### config.mk
export PLATFORM = sky130hd
export DESIGN_NAME = mwo_incr
export DESIGN_NICKNAME = d
export VERILOG_FILES = /design/src/rtl/core/morphing_wavetable_oscillator_top_macros.svh /design/src/rtl/core/mwo_pkg.sv /design/src/rtl/core/mwo_incr.sv
export SDC_FILE = /design/constraint.sdc
export NUM_CORES = 2
export LEC_CHECK = 0
export BUFFER_PORTS_ARGS = -buffer_cell sky130_fd_sc_hd__buf_2
export CAP_MARGIN = 20
export CORE_MARGIN = 5
export CORE_UTILIZATION = 29
export DETAILED_ROUTE_END_ITERATION = 8
export MAX_ROUTING_LAYER = met4
export PLACE_DENSITY = 0.44
export RECOVER_POWER = 25
export SLEW_MARGIN = 20
export SYNTH_ARGS = -nofsm -noshare
export SYNTH_HDL_FRONTEND = slang
export SYNTH_SLANG_ARGS = --single-unit
### constraint.sdc
create_clock -name i_clk -period 8.9 [get_ports i_clk]
set_input_delay 1.78 -clock i_clk [delete_from_list [all_inputs] [get_ports i_clk]]
set_output_delay 1.78 -clock i_clk [all_outputs]
set_load 0.01 [all_outputs]
### src/rtl/core/morphing_wavetable_oscillator_top_macros.svh
// Assertion macros shared by the oscillator RTL.
`ifndef MORPHING_WAVETABLE_OSCILLATOR_TOP_MACROS_SVH
`define MORPHING_WAVETABLE_OSCILLATOR_TOP_MACROS_SVH

// Same-cycle implication, sampled on i_clk, off while i_rst_n is low.
`define MWO_ASSERT_SAME(label, ante, cons, msg) \
    label: assert property (@(posedge i_clk) disable iff (!i_rst_n) \
        (ante) |-> (cons)) else $error(msg);

// Next-cycle implication, sampled on i_clk, off while i_rst_n is low.
`define MWO_ASSERT_NEXT(label, ante, cons, msg) \
    label: assert property (@(posedge i_clk) disable iff (!i_rst_n) \
        (ante) |=> (cons)) else $error(msg);

`endif

### src/rtl/core/mwo_pkg.sv
// Shared types and constants of the morphing wavetable oscillator.
package mwo_pkg;

    // Field widths fixed by the item format
    localparam int FREQ_W     = 24;
    localparam int POS_W      = 19;
    localparam int POS_FRAC   = 16;
    localparam int OUT_W      = 16;
    localparam int SCALE_W    = 31;
    localparam int WCOUNT_W   = 4;
    localparam int PROD_W     = FREQ_W + SCALE_W;
    localparam int INC_SHIFT  = 16;
    localparam int PHASE_FRAC = 21;
    localparam int BASE_LOG2  = 11;

    // Configuration port
    localparam int CFG_IDX_W  = 1;
    localparam int CFG_DATA_W = SCALE_W;
    localparam logic [CFG_IDX_W-1:0] CFG_WAVE_COUNT  = 1'd0;
    localparam logic [CFG_IDX_W-1:0] CFG_PHASE_SCALE = 1'd1;
    localparam logic [WCOUNT_W-1:0]  WAVE_COUNT_RST  = 4'd8;
    localparam logic [SCALE_W-1:0]   PHASE_SCALE_RST = 31'd24932236;

    // Item function codes
    localparam logic FUNC_WRITE   = 1'b0;
    localparam logic FUNC_PROCESS = 1'b1;

    typedef struct packed {
        logic               func;
        logic [2:0]         osc;
        logic [FREQ_W-1:0]  freq_q8;
        logic [POS_W-1:0]   wave_position;
        logic [2:0]         table_wave;
        logic [10:0]        table_addr;
        logic signed [15:0] table_value;
    } t_in_item;

    typedef struct packed {
        logic signed [OUT_W-1:0] sample_out;
    } t_out_item;

    // Step strobes for the phase increment unit
    typedef struct packed {
        logic load;
        logic scale;
    } t_inc_ctl;

endpackage

### src/rtl/core/mwo_incr.sv
// Phase increment unit: frequency times scale, range scaling and saturation.
module mwo_incr #(
    parameter int TABLE_LEN = 2048,
    parameter int PW        = 32
) (
    input  logic                          i_clk,
    input  mwo_pkg::t_inc_ctl             i_ctl,
    input  logic [mwo_pkg::FREQ_W-1:0]    i_freq,
    input  logic [mwo_pkg::SCALE_W-1:0]   i_scale,
    output logic [PW-1:0]                 o_inc
);
    import mwo_pkg::*;

    localparam int TLW = $clog2(TABLE_LEN + 1);
    localparam int SCW = 32 + TLW;
    localparam logic [63:0] INC_MAX = (64'(TABLE_LEN) << PHASE_FRAC) - 64'd1;

    logic [PROD_W-1:0] r_prod;
    logic [PW-1:0]     r_inc;
    logic [31:0]       w_inc32;
    logic [SCW-1:0]    w_scaled;
    logic [SCW-1:0]    w_div;

    // Drop 16 fraction bits, saturate to 32 bits, rescale to the table length
    always_comb begin
        if (|r_prod[PROD_W-1:INC_SHIFT+32]) begin
            w_inc32 = 32'hFFFF_FFFF;
        end else begin
            w_inc32 = r_prod[INC_SHIFT+31:INC_SHIFT];
        end
        w_scaled = SCW'(w_inc32) * SCW'(TABLE_LEN);
        w_div    = w_scaled >> BASE_LOG2;
    end

    // Two steps: product, then scaled and saturated increment
    always_ff @(posedge i_clk) begin
        if (i_ctl.load) begin
            r_prod <= PROD_W'(i_freq) * PROD_W'(i_scale);
        end
        if (i_ctl.scale) begin
            if (64'(w_div) > INC_MAX) begin
                r_inc <= PW'(INC_MAX);
            end else begin
                r_inc <= PW'(w_div);
            end
        end
    end

    assign o_inc = r_inc;

endmodule

==> qor.txt <==
Post-route clock period utilization = 0.947
Crit path time final = 8.43 ns
Die area = 95,800 um^2
GRT Total Usage = 0.171
Vias in the first global route = 20,868
Register area share after synthesis = 0.0819
Startpoint Class = primary input
Highest net fanout along the worst path = 16
Antenna violations before repair = 9
Total congestion overflow = 0
Crit. End Element = flop
Clock Sinks = 71
Ys async rst share = 0
Ys Warns = 0
Leading cell types in the layout, fill and taps excluded = 676 x inv_1, 635 x fa_1, 405 x nand2_1, 371 x and2_1, 177 x ha_1
CTS Buffer Depth = 2
HPWL after DPL = 63.9 mm
RSZ-0062 raised after global routing = false
Total I/O pin count = 90
Worst r2r dst = o_inc[4]
Flop2flop setup slack = 6.95 ns
Pins over their slew limit = 33
Hold/Removal Path Class = flop to flop
Top_reg_cell synth = edfxtp_1
CTS Buf Count = 9
Avg WL per Cell = 19.3 um
Outcome = finished, violations left
Clock transition time at the flip-flop clock pins of the worst setup and hold paths = 0.07 ns
WP data required = 8.98 ns
Worst r2r path cells = 3
Setup Viol. Count Final = 0
Slew Limit Headroom = -0.256
DRC Markers = 0
Worst hold path stage count = 1
Die width = 310 um
Critical path arrival = 8.51 ns
Avg Vias per Cell = 4.54
Post-synth EDFFs = 71
Critical path class = primary input to flop
Row count = 109
Die H = 310 um
R2R Path Start = r_prod[50]
Root Buffer = clkbuf_16
Largest net degree at the start of global routing = 40
Post-synthesis cell count = 2,790
Starting Density = 0.293
Commonest non-fill, non-tap cell in the layout = inv_1
Final ANT Viol Nets = 0
Clock Skews = 0.0113 ns
Clock Latency Late Sink = 0.33 ns
TritonCTS clock tree = built
Max-cap violations = 1
Fmax = 119 MHz
DRT iter0 DRCs = 752
Final net count = 3,676
Setup TNS = 0 ns
Worst hold start = r_prod[43]
DR pass1 iterations = 5
First-pass GRT wire length = 123 mm
GP Congestion = 0.839
Mean area per synthesized cell = 9.33 um^2
Core Box Area = 88,800 um^2
Final hold viol count = 0
Failing checks = capacitance limit, slew limit
PortBufs = 89
Endpoint, Worst Hold = o_inc[27]
CTS Hold Bufs = 0
Mapped cell area = 26,000 um^2
Routed wire length = 77.0 mm
# Post-CTS Setup Buffers = 0
# H-tree levels = 3
Synth cell types = 54
Synthesized flop and latch total = 71
Post-CTS sizing = 0
Via count = 18,087
Layout cells sized above 1 = 0.0790
Tightest Pin Transition = 1.88 ns
Area grow syn2layout = 8.71%
Synth Net Count = 3,660
[cells in the mapped netlist, types with 27 or more instances]
cell	count	area (um^2)
inv_1	676	2540
fa_1	635	12700
nand2_1	405	1520
and2_1	371	2320
ha_1	177	2210
clkbuf_1	151	567
edfxtp_1	71	2130
a21oi_1	51	255
or2_2	32	200
nor2_1	30	113
a21o_1	28	210
o21ai_0	27	135
[cell type report]
type                       count  area (um^2)
sequential                    71         2130
inverter                     676         2540
antenna                        9         22.5
fill                        9244        60500
clock inverter                 7         95.1
multi-input combinational   1888        20800
clock buffer                   9          225
tap                         1165         1460
timing repair buffer         160         1050
[logic make-up (layout without fill, tap and decap cells)]
group,count (synthesis),count (layout),synth area share
simple gates,879,879,0.170
buf+inv,831,852,0.120
fa+ha+maj,812,812,0.573
compound gates,157,157,0.0412
flops,71,71,0.0819
xor+xnor,39,39,0.0131
mux,1,1,0.000433
other cells,0,9,0
[how the worst max path moves through the flow]
| stage | from | end | slack, ns | cells past startpoint |
|---|---|---|---|---|
| global placement | i_freq[7] | r_prod[44] | 0.1 | 23 |
| floorplan | i_freq[1] | r_prod[52] | 0.87 | 23 |
| global route | i_freq[7] | r_prod[44] | 0.13 | 22 |
| CTS | i_scale[12] | r_prod[53] | 0.45 | 21 |
| detailed placement | i_scale[12] | r_prod[53] | 0.11 | 21 |
| finish | i_scale[12] | r_prod[53] | 0.47 | 21 |
[state kept, by name, summed over array words and instances, names as in the netlist]
| register | flops |
|---|---|
| o_inc | 32 |
| r_prod | 39 |
[metal layers]
metal,global-route usage,share of wire,vias up,wire length [um]
li1,-,-,8120,-
met1,0.213,0.41,9593,31900
met5,-,0,-,0
met3,0.0141,0.032,52,2490
met4,0.0252,0.014,0,1090
met2,0.311,0.54,322,41500
[metrics by stage]
| step | cells | worst slack (ns) | instance area, um^2 | hold slack (ns) | util |
|---|---|---|---|---|---|
| after floorplan | 2790 | 0.867 | 26000 | 0.482 | - |
| after global routing | 3979 | 0.127 | 28300 | 0.517 | 0.319 |
| final | 3985 | 0.469 | 28300 | 0.503 | 0.319 |
| after detailed placement | 3960 | 0.106 | 28000 | 0.493 | 0.315 |
| after CTS | 3976 | 0.451 | 28300 | 0.508 | 0.318 |
| after global placement | 3960 | 0.0970 | 28000 | 0.495 | 0.315 |
[critical path: stages]
cell and delay [ns]:
buf_2 0.40, buf_4 0.27, nand2_1 0.09, fa_1 0.54
fa_1 0.59, inv_1 0.07, fa_1 0.51, fa_1 0.57
fa_1 0.43, fa_1 0.51, fa_1 0.42, ha_1 0.40
nand2_1 0.14, nor4_1 0.33, nand3_1 0.13, o211ai_2 0.29
a31oi_1 0.14, buf_4 0.17, o31ai_2 0.40, a31oi_1 0.17
xnor2_1 0.15
Power is left out: the tool's default activity adds up to more than one toggle a clock period on the data nets, which glitch-free logic cannot reach.
